`src/hw/rtl/bcdt_pkg.sv`:
```
`timescale 1ns / 1ps

package bcdt_pkg;

  // Digits that the four-nibble BCD words can hold.
  localparam int unsigned MAX_DIGITS = 4;
  localparam int unsigned BCD_W      = 4 * MAX_DIGITS;
  localparam int unsigned SEG_W      = 7 * MAX_DIGITS;
  localparam int unsigned ACC_W      = 13;
  localparam int unsigned TICK_W     = 9;
  localparam int unsigned MPS_W      = 12;
  localparam int unsigned CFG_IDX_W  = 2;
  localparam int unsigned CFG_DATA_W = 16;

  localparam logic [ACC_W-1:0]  ACC_MAX    = 13'd8191;
  localparam logic [BCD_W-1:0]  PRESET_RST = 16'd32;
  localparam logic [TICK_W-1:0] TICK_RST   = 9'd20;
  localparam logic [MPS_W-1:0]  MPS_RST    = 12'd1000;

  // Configuration register indexes.
  localparam logic [CFG_IDX_W-1:0] CFG_PRESET_TIME   = 2'd0;
  localparam logic [CFG_IDX_W-1:0] CFG_TICK_MS       = 2'd1;
  localparam logic [CFG_IDX_W-1:0] CFG_MS_PER_SECOND = 2'd2;

  // Button positions in the debounce vector.
  localparam int unsigned BTN_INC   = 0;
  localparam int unsigned BTN_DEC   = 1;
  localparam int unsigned BTN_START = 2;
  localparam int unsigned BTN_SAVE  = 3;

  // Segments a..g, a in bit 0, 1 means lit. Non-decimal codes stay dark.
  function automatic logic [6:0] seg_of_digit(input logic [3:0] digit);
    logic [6:0] seg;
    unique case (digit)
      4'd0:    seg = 7'h3F;
      4'd1:    seg = 7'h06;
      4'd2:    seg = 7'h5B;
      4'd3:    seg = 7'h4F;
      4'd4:    seg = 7'h66;
      4'd5:    seg = 7'h6D;
      4'd6:    seg = 7'h7D;
      4'd7:    seg = 7'h07;
      4'd8:    seg = 7'h7F;
      4'd9:    seg = 7'h6F;
      default: seg = 7'h00;
    endcase
    return seg;
  endfunction

endpackage

```
`src/hw/rtl/bcdt_bcd_step.sv`:
```
`timescale 1ns / 1ps

// Adds or subtracts one on a BCD word, wrapping across the digits in use.
module bcdt_bcd_step #(
  parameter int unsigned NUM_DIGITS = 4
) (
  input  logic [bcdt_pkg::BCD_W-1:0] val_i,
  input  logic                       down_i,
  output logic [bcdt_pkg::BCD_W-1:0] val_o
);
  import bcdt_pkg::*;

  logic       carry;
  logic [3:0] digit;

  always_comb begin
    carry = 1'b1;
    val_o = '0;
    for (int k = 0; k < MAX_DIGITS; k++) begin
      digit = val_i[4*k +: 4];
      if (k < NUM_DIGITS) begin
        if (carry) begin
          if (down_i) begin
            if (digit == 4'd0) begin
              val_o[4*k +: 4] = 4'd9;
            end else begin
              val_o[4*k +: 4] = digit - 4'd1;
              carry           = 1'b0;
            end
          end else begin
            if (digit >= 4'd9) begin
              val_o[4*k +: 4] = 4'd0;
            end else begin
              val_o[4*k +: 4] = digit + 4'd1;
              carry           = 1'b0;
            end
          end
        end else begin
          val_o[4*k +: 4] = digit;
        end
      end
    end
  end

endmodule

```
`src/hw/rtl/bcdt_seg_enc.sv`:
```
`timescale 1ns / 1ps

// Seven-segment patterns for every digit in use; unused digits stay dark.
module bcdt_seg_enc #(
  parameter int unsigned NUM_DIGITS = 4
) (
  input  logic [bcdt_pkg::BCD_W-1:0] val_i,
  output logic [bcdt_pkg::SEG_W-1:0] seg_o
);
  import bcdt_pkg::*;

  always_comb begin
    seg_o = '0;
    for (int k = 0; k < MAX_DIGITS; k++) begin
      if (k < NUM_DIGITS) begin
        seg_o[7*k +: 7] = seg_of_digit(val_i[4*k +: 4]);
      end
    end
  end

endmodule

```
`src/hw/rtl/bcd_countdown_timer_controller.sv`:
```
`timescale 1ns / 1ps

// Channel    Dir  Width  Contents
// s_axis     in   8      one tick: button levels inc, dec, start, save
// m_axis     out  64     one result per tick: relay, display, segments, save
// cfg        in   2+16   register writes: preset_time, tick_ms, ms_per_second
//
// The timer state is updated at the edge that accepts the beat, and the result
// lands in the output register at that edge.
// A new tick is accepted every cycle while the output register is empty or
// being drained, so a stalled consumer holds back the input side once one result waits.
// Reset loads the setting with the preset, clears the countdown, accumulator
// and running flag, and marks all buttons as released.
module bcd_countdown_timer_controller #(
  parameter int unsigned DIGIT_COUNT = 4
) (
  input  logic        clk_i,
  input  logic        rst_ni,
  // tdata: [0] inc_button, [1] dec_button, [2] start_button, [3] save_button,
  // [7:4] zero
  input  logic        s_axis_tvalid,
  output logic        s_axis_tready,
  input  logic [7:0]  s_axis_tdata,
  // tdata: [0] relay_on, [16:1] display_value, [44:17] segment_pattern,
  // [45] save_strobe, [61:46] saved_value, [63:62] zero
  output logic        m_axis_tvalid,
  input  logic        m_axis_tready,
  output logic [63:0] m_axis_tdata,
  input  logic                                cfg_we_i,
  input  logic [bcdt_pkg::CFG_IDX_W-1:0]      cfg_idx_i,
  input  logic [bcdt_pkg::CFG_DATA_W-1:0]     cfg_data_i
);
  import bcdt_pkg::*;

  // Only up to four digits fit in the 16-bit words.
  localparam int unsigned NDIG = (DIGIT_COUNT > MAX_DIGITS) ? MAX_DIGITS : DIGIT_COUNT;
  localparam logic [BCD_W-1:0] DIGIT_MASK = BCD_W'((33'd1 << (4 * NDIG)) - 33'd1);

  // Timer state.
  logic [BCD_W-1:0]  setting_q, setting_d;
  logic [BCD_W-1:0]  count_q, count_d;
  logic [ACC_W-1:0]  acc_q, acc_d;
  logic              running_q, running_d;
  logic [3:0]        released_q, released_d;
  // Configuration.
  logic [TICK_W-1:0] tick_q;
  logic [MPS_W-1:0]  mps_q;
  // Output register.
  logic              out_valid_q;
  logic [63:0]       out_data_q, out_data_d;

  logic accept;
  logic btn_inc, btn_dec, btn_start, btn_save;
  logic inc_act, dec_act, save_act, start_act;

  logic [BCD_W-1:0] set_inc, set_after_inc, set_dec, set_after_dec;
  logic [BCD_W-1:0] count_mid, count_dec, shown;
  logic [SEG_W-1:0] shown_seg;
  logic [ACC_W:0]   acc_sum;
  logic [ACC_W-1:0] acc_run, acc_mid;
  logic             run_mid;

  assign accept        = s_axis_tvalid & s_axis_tready;
  assign s_axis_tready = ~out_valid_q | m_axis_tready;
  assign m_axis_tvalid = out_valid_q;
  assign m_axis_tdata  = out_data_q;

  assign btn_inc   = s_axis_tdata[BTN_INC];
  assign btn_dec   = s_axis_tdata[BTN_DEC];
  assign btn_start = s_axis_tdata[BTN_START];
  assign btn_save  = s_axis_tdata[BTN_SAVE];

  // Buttons act on a fresh press only; inc, dec and save also need the
  // timer to be idle at the start of the tick.
  assign inc_act   = ~running_q & btn_inc & released_q[BTN_INC];
  assign dec_act   = ~running_q & btn_dec & released_q[BTN_DEC];
  assign save_act  = ~running_q & btn_save & released_q[BTN_SAVE];
  assign start_act = btn_start & released_q[BTN_START];

  always_comb begin
    released_d            = released_q;
    released_d[BTN_INC]   = ~(~running_q & btn_inc);
    released_d[BTN_DEC]   = ~(~running_q & btn_dec);
    released_d[BTN_SAVE]  = ~(~running_q & btn_save);
    released_d[BTN_START] = ~btn_start;
  end

  // Setting: increment first, then decrement, both possible in one tick.
  bcdt_bcd_step #(.NUM_DIGITS(NDIG)) u_set_inc (
    .val_i (setting_q),
    .down_i(1'b0),
    .val_o (set_inc)
  );
  assign set_after_inc = inc_act ? set_inc : setting_q;

  bcdt_bcd_step #(.NUM_DIGITS(NDIG)) u_set_dec (
    .val_i (set_after_inc),
    .down_i(1'b1),
    .val_o (set_dec)
  );
  assign set_after_dec = dec_act ? set_dec : set_after_inc;

  // Accumulator gains tick_ms per running tick and saturates.
  assign acc_sum = {1'b0, acc_q} + {{(ACC_W + 1 - TICK_W){1'b0}}, tick_q};
  assign acc_run = acc_sum[ACC_W] ? ACC_MAX : acc_sum[ACC_W-1:0];

  // Start toggles: it stops a running count or launches a nonzero setting.
  always_comb begin
    count_mid = count_q;
    acc_mid   = running_q ? acc_run : acc_q;
    run_mid   = running_q;
    if (start_act) begin
      if (running_q) begin
        run_mid = 1'b0;
      end else if (set_after_dec != '0) begin
        count_mid = set_after_dec;
        acc_mid   = '0;
        run_mid   = 1'b1;
      end
    end
  end

  bcdt_bcd_step #(.NUM_DIGITS(NDIG)) u_count_dec (
    .val_i (count_mid),
    .down_i(1'b1),
    .val_o (count_dec)
  );

  // One second elapsed: step the countdown and stop when it reaches zero.
  always_comb begin
    count_d   = count_mid;
    acc_d     = acc_mid;
    running_d = run_mid;
    if (run_mid && (acc_mid >= {{(ACC_W - MPS_W){1'b0}}, mps_q})) begin
      count_d   = count_dec;
      acc_d     = acc_mid - {{(ACC_W - MPS_W){1'b0}}, mps_q};
      running_d = (count_dec != '0);
    end
  end

  // A preset write reloads the setting; writes must come only while idle (not enforced here).
  always_comb begin
    setting_d = setting_q;
    if (accept) begin
      setting_d = set_after_dec;
    end
    if (cfg_we_i && (cfg_idx_i == CFG_PRESET_TIME)) begin
      setting_d = cfg_data_i[BCD_W-1:0] & DIGIT_MASK;
    end
  end

  // The display shows the state from before this tick's update.
  assign shown = running_q ? count_q : setting_q;

  bcdt_seg_enc #(.NUM_DIGITS(NDIG)) u_seg (
    .val_i(shown),
    .seg_o(shown_seg)
  );

  always_comb begin
    out_data_d        = '0;
    out_data_d[0]     = running_d;
    out_data_d[16:1]  = shown;
    out_data_d[44:17] = shown_seg;
    out_data_d[45]    = save_act;
    out_data_d[61:46] = save_act ? set_after_dec : '0;
  end

  always_ff @(posedge clk_i or negedge rst_ni) begin
    if (!rst_ni) begin
      setting_q   <= PRESET_RST & DIGIT_MASK;
      count_q     <= '0;
      acc_q       <= '0;
      running_q   <= 1'b0;
      released_q  <= '1;
      tick_q      <= TICK_RST;
      mps_q       <= MPS_RST;
      out_valid_q <= 1'b0;
    end else begin
      setting_q <= setting_d;
      if (accept) begin
        count_q    <= count_d;
        acc_q      <= acc_d;
        running_q  <= running_d;
        released_q <= released_d;
      end
      if (cfg_we_i && (cfg_idx_i == CFG_TICK_MS)) begin
        tick_q <= cfg_data_i[TICK_W-1:0];
      end
      if (cfg_we_i && (cfg_idx_i == CFG_MS_PER_SECOND)) begin
        mps_q <= cfg_data_i[MPS_W-1:0];
      end
      if (accept) begin
        out_valid_q <= 1'b1;
      end else if (m_axis_tready) begin
        out_valid_q <= 1'b0;
      end
    end
  end

  always_ff @(posedge clk_i) begin
    if (accept) begin
      out_data_q <= out_data_d;
    end
  end

  // The relay bit of a result is the running flag that its tick left behind.
  assert property (@(posedge clk_i) disable iff (!rst_ni)
    accept |=> (m_axis_tdata[0] == running_q))
    else $error("relay bit differs from running state");

  // A running count never sits at zero.
  assert property (@(posedge clk_i) disable iff (!rst_ni)
    running_q |-> (count_q != '0))
    else $error("running with a zero countdown");

  // An empty output register never holds back the input side.
  assert property (@(posedge clk_i) disable iff (!rst_ni)
    !out_valid_q |-> s_axis_tready)
    else $error("input stalled with empty output register");

  // Digits beyond those in use stay zero in the setting.
  assert property (@(posedge clk_i) disable iff (!rst_ni)
    ((setting_q & ~DIGIT_MASK) == '0))
    else $error("unused setting digits not zero");

endmodule

```
`config.mk`:
```
export PLATFORM = sky130hd
export DESIGN_NAME = bcd_countdown_timer_controller
export DESIGN_NICKNAME = d
export VERILOG_FILES = /design/src/hw/rtl/bcdt_pkg.sv /design/src/hw/rtl/bcdt_bcd_step.sv /design/src/hw/rtl/bcdt_seg_enc.sv /design/src/hw/rtl/bcd_countdown_timer_controller.sv
export SDC_FILE = /design/constraint.sdc
export NUM_CORES = 1
export LEC_CHECK = 0
export BUFFER_PORTS_ARGS = -buffer_cell sky130_fd_sc_hd__buf_4
export CAP_MARGIN = 40
export CORE_MARGIN = 2
export CORE_UTILIZATION = 50
export CTS_BUF_LIST = sky130_fd_sc_hd__clkbuf_8
export DETAILED_ROUTE_END_ITERATION = 8
export PLACE_DENSITY = 0.78
export SYNTH_ARGS = -nofsm -noshare
export SYNTH_HDL_FRONTEND = slang
export SYNTH_SLANG_ARGS = --single-unit
```
`constraint.sdc`:
```
create_clock -name clk_i -period 7.21 [get_ports clk_i]
set_clock_uncertainty 0.05 [all_clocks]
set_input_delay 1.0815 -clock clk_i [delete_from_list [all_inputs] [get_ports clk_i]]
set_output_delay 1.0815 -clock clk_i [all_outputs]
set_load 0.05 [all_outputs]
```
==> out/qor.txt, run 1 <==
first-pass GRT wire length: 39100 um
vias: 8059
Area contributors post-synth: edfxtp_1 20%, dfrtp_1 16%, ha_1 7.5%, nor2_1 4.7%, o21ai_0 4.6%
CTS clock-pin slew for the worst setup and hold paths: 80 ps
leak pwr: 4.50 nW
post-synthesis instance total: 1007
I/O pin cnt: 97
WL final: 23600 um
hold crit path type: flip-flop to flip-flop
outcome: finished, final reports clean
total track usage: 24.8%
count of pins over their slew limit: 0
worst reg-to-reg path cell count: 24
total number of yosys warnings: 0
dpl cell area: 0.0101 sq mm
post-synth top area cell: edfxtp_1
RR Endpoint: count_q[6]$_DFFE_PN0P_
Slowest-stage cell, CP: dfstp_2
Worst Path Max Fanout: 12
overflow left after global routing: 0
layout cells sized above 1: 19.3%
die width: 140 um
async set-reset flop share out of synthesis: 53.7%
vias per cell: 6.03
top-area cell type share of the netlist area: 20.2%
pre-CTS setup slack: 552 ps
Post-route DRC: 0
most common cell in the synthesized netlist: nor2_1
CP top delay family: compound AO/OA/AOI/OAI gates
FF+latch count, synth: 134
critical path depth: 24
synthesized area: 0.00922 sq mm
Post-synth EDFFs: 62
worst path cell trace: inv_1 > ha_1 > or3b_1 > nand2_1 > o21ai_0 > o2111ai_2 > xor2_1 > nand4_2 > o311ai_2 > a21oi_1 > a31oi_1 > ha_1 > nor2b_1 > o2111ai_1 > nand4b_1 > a211oi_1 > o21ai_0 > or2_2 > nand3_1 > nand2_1 > buf_4 > o2111ai_1 > o311ai_0 > o311ai_1
WP data required: 7500 ps
max cap viols: 0
Port Buffer Count: 90
Worst Max-Slew Pin Slew: 865 ps
total clock sinks: 134
most common library cells after synthesis: 115 x nor2_1, 101 x nand2_1, 85 x o21ai_0
area delta synth->final: 14.5%
CTS tree: built
PD cells: 426 mW/mm^2
crit start category: flip-flop
CTS root buffer: clkbuf_8
RePlAce Congestion: 0.937
antenna violations before repair: 2
number of nets in the layout: 1180
Peak Freq: 0.157 GHz
Critical Path AT: 6640 ps
crit end category: flip-flop
Avg Synthesized Cell Area: 9.16 sq um
fin crit share: 88.1%
source of the worst hold timing path: released_q[3]$_DFFE_PN1P_
TNS Setup: 0 ps
Fin. Hold Viols: 0
Slew headroom: 41.8%
first-pass iteration count of the detailed router: 6
design area: 0.0106 sq mm
largest net degree at the start of global routing: 66
vias in the first global route: 7749
1st-iter DRT viols: 697
Resized Gates After CTS: 0
worst hold path depth: 2
# Post-CTS Setup Buffers: 0
DR WL/cell: 17.7 um
post-layout min period: 6350 ps
DP HPWL: 17300 um
Crit Path Class: flip-flop to flip-flop
Netlist cell types: 92
area of the core: 0.0180 sq mm
Main synth FF type: edfxtp_1
# setup viols final: 0
clk_lat worst skew: 460 ps
R2R Setup Slk: 860 ps
die height: 140 um
Worst Path Buf+Inv: 2
peak supply drop: 0.000326 V
worst r2r src: setting_q[5]$_DFFE_PN1P_
delay of the slowest critical-path stage: 600 ps
register area share after synthesis: 39.9%
CTS Buffer Depth: 2
Worst Hold Endpoint: released_q[3]$_DFFE_PN1P_
hold buffer count at cts: 0
CTS Buf Count: 17
RSZ-0062 raised after global routing: false
CTS HTree Levels: 4
post-layout worst setup margin: 859 ps
Final ANT Viol Nets: 0
Rows: 49
Starting Density: 51.2%
die area: 0.0195 sq mm
[placed cells by master, fill, tap and decap left out, types with 6 or more instances in the layout]
| cell type | n |
|---|---|
| mux2i_1 | 20 |
| o31ai_1 | 7 |
| edfxtp_1 | 62 |
| nor4_1 | 6 |
| nand2_1 | 100 |
| nor2_1 | 115 |
| dfstp_2 | 13 |
| dfrtp_1 | 59 |
| buf_4 | 108 |
| mux2_2 | 26 |
| o21ai_0 | 85 |
| nand3_1 | 21 |
| a31oi_1 | 20 |
| xor2_1 | 8 |
| inv_1 | 51 |
| nor3_1 | 14 |
| and3_1 | 6 |
| a211oi_1 | 6 |
| nand4_1 | 7 |
| a22o_1 | 7 |
| a21oi_1 | 72 |
| o21a_1 | 6 |
| ha_1 | 55 |
| nand2b_1 | 10 |
| nor2b_1 | 10 |
| o211ai_1 | 13 |
| a21o_1 | 14 |
| and2_1 | 12 |
| xnor2_1 | 20 |
| clkbuf_8 | 17 |
[cell type report]
cell class | instances | area [sq um]
Tap cell | 229 | 287
Fill cell | 1604 | 7470
Clock inverter | 15 | 179
Antenna cell | 2 | 5.00
Clock buffer | 17 | 234
Timing Repair Buffer | 110 | 843
Inverter | 53 | 200
Multi-Input combinational cell | 776 | 5130
Sequential cell | 134 | 3680
[per-stage QoR]
step	hold WS, ps	power, mW	std cells	util, %
after floorplan	409	3.17	1008	-
after global placement	419	3.71	1300	56.1
after detailed placement	428	3.79	1302	56.3
after CTS	439	4.47	1334	58.5
after global routing	465	4.86	1334	58.5
final	434	4.49	1336	58.6
[report_power, final]
part / leakage, nW / switching [mW] / internal [mW]
logic: 2.85 / 1.60 / 0.982
registers: 1.45 / 0.189 / 1.06
clock network: 0.200 / 0.325 / 0.343
total: 4.50 / 2.11 / 2.38
[registers in the layout, summed over array words and instances, names as in the netlist]
| signal | count |
|---|---|
| m_axis_tdata | 62 |
| released_q | 4 |
| running_q | 1 |
| m_axis_tvalid | 1 |
| mps_q | 12 |
| setting_q | 16 |
| acc_q | 13 |
| tick_q | 9 |
| count_q | 16 |
[metal layers]
layer	wire [um]	GRT usage, %	share of wire [%]	vias to the layer above
li1	-	-	-	3836
met3	1740	5.44	7.3	60
met2	11100	40.4	47	326
met5	0	0	0	-
met1	10100	32.0	43	3837
met4	707	10.5	3.0	0
[worst max path at each step]
| stage | startpoint | endpoint | slack (ps) |
|---|---|---|---|
| after floorplan | s_axis_tdata[0] | acc_q[4]$_DFFE_PN0P_ | 1210 |
| after global placement | s_axis_tdata[0] | count_q[2]$_DFFE_PN0P_ | 660 |
| after detailed placement | s_axis_tdata[0] | count_q[2]$_DFFE_PN0P_ | 550 |
| after CTS | setting_q[5]$_DFFE_PN1P_ | count_q[6]$_DFFE_PN0P_ | 920 |
| after global routing | setting_q[5]$_DFFE_PN1P_ | count_q[6]$_DFFE_PN0P_ | 330 |
| final | setting_q[5]$_DFFE_PN1P_ | count_q[6]$_DFFE_PN0P_ | 860 |
[worst min-delay path, cell delays in order, from the launching register on]
cell     delay (ps)
dfstp_2         370
nand2_1          40
o21ai_0          70
[cell families (layout without fill, tap and decap cells)]
logic type      Yosys count  after routing  synth area share [%]
xor+xnor                 29             29                  2.84
simple gates            346            346                  18.4
flops                   134            134                  39.9
fa+ha+maj                57             57                  7.90
other cells               1              4                0.0407
mux                      47             47                  5.50
buf+inv                  98            195                  4.59
compound gates          295            295                  20.8
Power figures use the tool's default switching activity.
==> inputs of run 2 (changes only) <==
--- a/config.mk
+++ b/config.mk
@@ -5,6 +5,7 @@
 export SDC_FILE = /design/constraint.sdc
 export NUM_CORES = 1
 export LEC_CHECK = 0
+export ABC_CLOCK_PERIOD_IN_PS = 6080
 export BUFFER_PORTS_ARGS = -buffer_cell sky130_fd_sc_hd__buf_4
 export CAP_MARGIN = 40
 export CORE_MARGIN = 2
==> constraint.sdc (replaced) <==
create_clock -name clk_i -period 6.08 [get_ports clk_i]
set_clock_uncertainty 0.05 [all_clocks]
set_input_delay 0.912 -clock clk_i [delete_from_list [all_inputs] [get_ports clk_i]]
set_output_delay 0.912 -clock clk_i [all_outputs]
set_load 0.05 [all_outputs]
==> out/qor.txt, run 2 (same netlist as run 1, synthesis figures left out) <==
outcome: finished, final reports clean
vias in the first global route: 7861 (+1.4%)
final std cells w/o fill: 1402 (+4.9%)
first-pass GRT wire length: 39900 um (+2.1%)
hold buffer count at cts: 0 (unchanged)
Slowest-stage cell, CP: dfrtp_1
area delta synth->final: 20.3%
post-layout min period: 5790 ps (-558 ps)
I/O pin cnt: 97 (unchanged)
Cells after DPL: 1369 (+5.1%)
max cap viols: 0 (unchanged)
Peak Freq: 0.173 GHz (+9.6%)
CP dominant cell by count: buf_4
Fin. Hold Viols: 0 (unchanged)
TNS Setup: 0 ps (unchanged)
crit end category: flip-flop
peak supply drop: 0.000448 V (+37%)
CTS HTree Levels: 4 (unchanged)
1st-iter DRT viols: 822 (+18%)
die width: 140 um (unchanged)
Critical Path AT: 6090 ps (-550 ps)
total track usage: 25.4% (+0.60 points)
die height: 140 um (unchanged)
layout cells sized above 1: 24.8% (+5.5 points)
Starting Density: 51.2% (unchanged)
largest net degree at the start of global routing: 65 (-1.5%)
CTS tree: built
leading cell type in the layout, fill and taps excluded: buf_4
PD cells: 510 mW/mm^2 (+20%)
first-pass iteration count of the detailed router: 5 (-1)
hold crit path type: input port to async pin
clk_lat worst skew: 460 ps (about the same)
max FFs per register: 62 (unchanged)
CTS Buffer Depth: 2 (unchanged)
RR Endpoint: count_q[2]$_DFFE_PN0P_
vias: 8318 (+3.2%)
area of the core: 0.0180 sq mm (unchanged)
WL final: 24900 um (+5.3%)
CTS Buf Count: 17 (unchanged)
delay of the slowest critical-path stage: 440 ps (-160 ps)
Worst Max-Slew Pin Slew: 890 ps (+25.0 ps)
commonest cells after routing, fill and taps aside: 176 x buf_4, 114 x nor2_1, 98 x nand2_1
RePlAce Congestion: 0.933 (-0.43%)
fill cell count: 1527 (-4.8%)
CTS root buffer: clkbuf_8
worst reg-to-reg path cell count: 27 (+13%)
crit start category: flip-flop
design area: 0.0111 sq mm (+5.1%)
# setup viols final: 0 (unchanged)
CTS clock-pin slew for the worst setup and hold paths: 80 ps (about the same)
Final ANT Viol Nets: 0 (unchanged)
Rows: 49 (unchanged)
count of pins over their slew limit: 0 (unchanged)
overflow left after global routing: 0 (unchanged)
fin crit share: 95.3% (+7.2 points)
dpl cell area: 0.0107 sq mm (+5.1%)
R2R Setup Slk: 290 ps (-570 ps)
Inserted Diodes: 0 (-2)
Post-route DRC: 0 (unchanged)
die area: 0.0195 sq mm (unchanged)
Worst Path Max Fanout: 7 (-5)
Slew headroom: 40.1% (-1.7 points)
WP data required: 6380 ps (-1120 ps)
DR WL/cell: 17.8 um (+0.38%)
antenna violations before repair: 0 (-2)
Port Buffer Count: 90 (unchanged)
Crit Path Class: flip-flop to flip-flop
leak pwr: 4.84 nW (+7.5%)
vias per cell: 5.93 (-1.6%)
total clock sinks: 134 (unchanged)
DP HPWL: 18500 um (+7.4%)
worst r2r src: setting_q[0]$_DFFE_PN0P_
number of nets in the layout: 1248 (+5.8%)
[run 2: cell count changes in the layout (fill, tap and decap cells not counted), moves of 2 or more]
cell	change
buf_4	+68
o21ai_0	-3
o21ai_1	+3
clkinv_4	+2
clkinvlp_4	-2
diode_2	-2
nand2_1	-2
nand2_2	+2
or3b_1	-2
or3b_4	+2
[run 2: final cells by class]
type                            instances  area, sq um  share of cell area (%)
Tap cell                              229          287                    2.58
Inverter                               53          200                    1.80
Sequential cell                       134         3680                    33.2
Clock buffer                           17          234                    2.11
Clock inverter                         15          156                    1.41
Timing Repair Buffer                  178         1370                    12.3
Multi-Input combinational cell        776         5170                    46.6
[run 2: metrics by stage]
stage / power [mW] / worst slack (ps) / hold slack [ps] / utilization [%]
6_report: 5.66 / 287 / 280 / 61.5
5_1_grt: 6.07 / -51.5 / 285 / 61.5
4_1_cts: 5.59 / 105 / 270 / 61.3
3_5_place_dp: 4.82 / -38.2 / 433 / 59.1
3_3_place_gp: 4.72 / 56.2 / 416 / 58.9
2_1_floorplan: 3.76 / 248 / 409 / -
[run 2: worst max-delay path, delay by kind of cell (launching register included)]
kind,cells,cell delay (ps)
AO/OA/AOI/OAI,11,1860
adder cells (fa/ha/maj),2,700
buffers and inverters,7,1090
flip-flops,1,440
multiplexers,1,370
AND/OR/NAND/NOR,6,1160
[run 2: worst max path at each step]
stage,to,slack [ps],cells after the start,start
global placement,count_q[2]$_DFFE_PN0P_,60,26,s_axis_tdata[0]
floorplan,acc_q[4]$_DFFE_PN0P_,250,24,s_axis_tdata[0]
finish,count_q[2]$_DFFE_PN0P_,290,27,setting_q[0]$_DFFE_PN0P_
CTS,count_q[2]$_DFFE_PN0P_,100,27,setting_q[5]$_DFFE_PN1P_
detailed placement,count_q[2]$_DFFE_PN0P_,-40,27,s_axis_tdata[0]
global route,count_q[8]$_DFFE_PN0P_,-50,27,setting_q[5]$_DFFE_PN1P_
[run 2: timing repair]
item	CTS	global route
endpoints found under the setup margin	0	31
resized for setup	0	14
buffers inserted	0	1
[run 2: per-layer routing]
layer | global-route usage [%] | wire [um] | vias to the layer above
li1 | - | - | 3958
met4 | 8.95 | 633 | 0
met2 | 41.0 | 11700 | 355
met1 | 33.3 | 10500 | 3951
met5 | 0 | 0 | -
met3 | 6.43 | 1990 | 54
[run 2: power breakdown]
group,internal (mW),switching [mW]
Combinational,1.43,2.00
Sequential,1.26,0.211
Clock,0.367,0.391
Total,3.06,2.60
==> inputs of run 3 (changes only) <==
--- a/config.mk
+++ b/config.mk
@@ -5,6 +5,7 @@
 export SDC_FILE = /design/constraint.sdc
 export NUM_CORES = 1
 export LEC_CHECK = 0
+export ABC_AREA = 1
 export ABC_CLOCK_PERIOD_IN_PS = 6080
 export BUFFER_PORTS_ARGS = -buffer_cell sky130_fd_sc_hd__buf_4
 export CAP_MARGIN = 40
==> out/qor.txt, run 3 <==
worst r2r src: setting_q[1]$_DFFE_PN0P_
post-synthesis instance total: 1110 (+10%)
DR WL/cell: 15.8 um (-11%)
synthesized area: 0.00886 sq mm (-3.9%)
TNS Setup: 0 ps (unchanged)
Rows: 48 (-2.0%)
post-layout worst setup margin: 534 ps (+247 ps)
Worst Max-Slew Pin Slew: 930 ps (+40.4 ps)
leading cell type in the layout, fill and taps excluded: nand2_1
Worst Path Max Fanout: 25 (+18)
most common library cells after synthesis: 288 x nand2_1, 135 x inv_1, 80 x o21ai_0
worst reg-to-reg path cell count: 38 (+41%)
max cap viols: 0 (unchanged)
Post-synth EDFFs: 62 (unchanged)
1st-iter DRT viols: 596 (-27%)
peak supply drop: 0.000335 V (-25%)
CTS clock-pin slew for the worst setup and hold paths: 80 ps (about the same)
Starting Density: 51.2% (about the same)
dpl cell area: 0.00983 sq mm (-7.8%)
PD cells: 498 mW/mm^2 (-2.3%)
Peak Freq: 0.180 GHz (+4.5%)
Multi-input gate area: 0.00454 sq mm (-12%)
CTS HTree Levels: 4 (unchanged)
FF+latch count, synth: 134 (unchanged)
RePlAce Congestion: 0.935 (+0.17%)
Post-route DRC: 0 (unchanged)
R2R Setup Slk: 530 ps (+250 ps)
fin crit share: 91.2% (-4.1 points)
clk_lat worst skew: 470 ps (about the same)
hold crit path type: input port to async pin
CTS tree: built
Core Util, Final: 60.0% (-1.5 points)
post-synth top area cell: edfxtp_1
Main synth FF type: edfxtp_1
Critical Path AT: 5850 ps (-240 ps)
CTS Buffer Depth: 2 (unchanged)
die area: 0.0188 sq mm (-3.8%)
DP HPWL: 17000 um (-8.5%)
design area: 0.0104 sq mm (-6.4%)
die width: 137 um (-1.9%)
RR Endpoint: count_q[7]$_DFFE_PN0P_
total clock sinks: 134 (unchanged)
Netlist cell types: 54 (-41%)
area delta synth->final: 17.2%
vias per cell: 5.50 (-7.3%)
Slew headroom: 37.4% (-2.6 points)
Final Power: 5.17 mW (-8.6%)
total track usage: 25.1% (-0.29 points)
die height: 137 um (-1.9%)
WP data required: 6380 ps (about the same)
crit start category: flip-flop
crit end category: flip-flop
Port Buffer Count: 90 (unchanged)
first-pass GRT wire length: 36400 um (-8.8%)
final std cells w/o fill: 1451 (+3.5%)
I/O pin cnt: 97 (unchanged)
overflow left after global routing: 0 (unchanged)
top-area cell type share of the netlist area: 21.0% (+0.83 points)
CP dominant cell by count: nand2_1
Area contributors post-synth: edfxtp_1 21%, dfrtp_1 17%, nand2_1 12%, ha_1 7.8%, inv_1 5.7%
WL final: 22900 um (-8.2%)
layout cells sized above 1: 19.1% (-5.7 points)
vias: 7979 (-4.1%)
pre-CTS setup slack: 21.4 ps (+59.5 ps)
CTS Buf Count: 17 (unchanged)
max FFs per register: 62 (unchanged)
CTS root buffer: clkbuf_8
hold buffer count at cts: 0 (unchanged)
worst hold slack: 282 ps (+1.65 ps)
largest net degree at the start of global routing: 53 (-18%)
Fin. Hold Viols: 0 (unchanged)
commonest cells after routing, fill and taps aside: 288 x nand2_1, 134 x inv_1, 112 x buf_4
Crit Path Class: flip-flop to flip-flop
delay of the slowest critical-path stage: 450 ps (about the same)
register area share after synthesis: 41.5% (+1.6 points)
count of pins over their slew limit: 0 (unchanged)
area of the core: 0.0173 sq mm (-4.0%)
antenna violations before repair: 0 (unchanged)
first-pass iteration count of the detailed router: 7 (+2)
# setup viols final: 0 (unchanged)
vias in the first global route: 7449 (-5.2%)
Reg area: 0.00368 sq mm (about the same)
fill cell count: 1528 (+0.065%)
Inserted Diodes: 0 (unchanged)
Avg Synthesized Cell Area: 7.98 sq um (-13%)
post-layout min period: 5550 ps (-247 ps)
Slowest-stage cell, CP: dfrtp_1
Cells after DPL: 1412 (+3.1%)
leak pwr: 4.92 nW (+1.7%)
total number of yosys warnings: 0 (unchanged)
number of nets in the layout: 1301 (+4.2%)
Final ANT Viol Nets: 0 (unchanged)
async set-reset flop share out of synthesis: 53.7% (unchanged)
outcome: finished, final reports clean
most common cell in the synthesized netlist: nand2_1
run 3: changes by cell type after synthesis, sizes merged, moves of 12 or more:
cell / previous run / this run
mux2: 26 / 0
mux2i: 21 / 0
inv: 53 / 142
a21o: 14 / 1
a21oi: 73 / 57
o221ai: 3 / 18
o21ai: 91 / 103
xnor2: 21 / 2
nor2: 115 / 94
nand3: 23 / 63
xor2: 8 / 20
nand2: 102 / 308
run 3: metal layers:
layer,part of all wire (%),track usage (%),vias to the layer above
met5,0,0,-
met4,4.4,13.9,0
met3,5.7,4.30,66
met2,48,41.6,287
met1,42,31.1,3733
li1,-,-,3893
run 3: worst max path at each step:
| stage | startpoint | cells after the start | endpoint | slack [ps] |
|---|---|---|---|---|
| 6_report | setting_q[1]$_DFFE_PN0P_ | 38 | count_q[7]$_DFFE_PN0P_ | 530 |
| 5_1_grt | setting_q[1]$_DFFE_PN0P_ | 39 | count_q[2]$_DFFE_PN0P_ | -20 |
| 4_1_cts | setting_q[5]$_DFFE_PN1P_ | 33 | count_q[7]$_DFFE_PN0P_ | 350 |
| 3_5_place_dp | s_axis_tdata[0] | 35 | count_q[7]$_DFFE_PN0P_ | 20 |
| 3_3_place_gp | s_axis_tdata[0] | 36 | count_q[2]$_DFFE_PN0P_ | 110 |
| 2_1_floorplan | s_axis_tdata[0] | 37 | acc_q[5]$_DFFE_PN0P_ | 570 |
run 3: cells by family after synthesis:
| family | after synthesis | share of synthesized area (%) |
|---|---|---|
| AND/OR/NAND/NOR | 499 | 25.3 |
| flip-flops | 134 | 41.5 |
| adder cells (fa/ha/maj) | 57 | 8.22 |
| other | 1 | 0.0423 |
| XOR/XNOR | 22 | 2.26 |
| buffers and inverters | 177 | 8.18 |
| AO/OA/AOI/OAI | 220 | 14.5 |
run 3: layout make-up:
| class | instances | share of cell area (%) |
|---|---|---|
| Clock buffer | 18 | 2.39 |
| Clock inverter | 14 | 1.57 |
| Inverter | 144 | 5.35 |
| Multi-Input combinational cell | 800 | 43.7 |
| Sequential cell | 134 | 35.4 |
| Tap cell | 225 | 2.71 |
| Timing Repair Buffer | 116 | 8.86 |
run 3: critical path, delay by kind of cell (launching register included):
kind            cells  cell delay [ps]
buf+inv             5              680
fa+ha+maj           2              430
compound gates      9             1320
simple gates       22             2510
flops               1              450
run 3: what timing repair did:
action,CTS,global route
setup buffers,0,7
resized for setup,0,17
endpoints found under the setup margin,0,29
run 3: where the power goes:
group          internal [mW]  total [mW]  switching (mW)
registers               1.28        1.46           0.174
logic                  0.996        2.94            1.94
clock network          0.385       0.778           0.393
total                   2.66        5.17            2.51
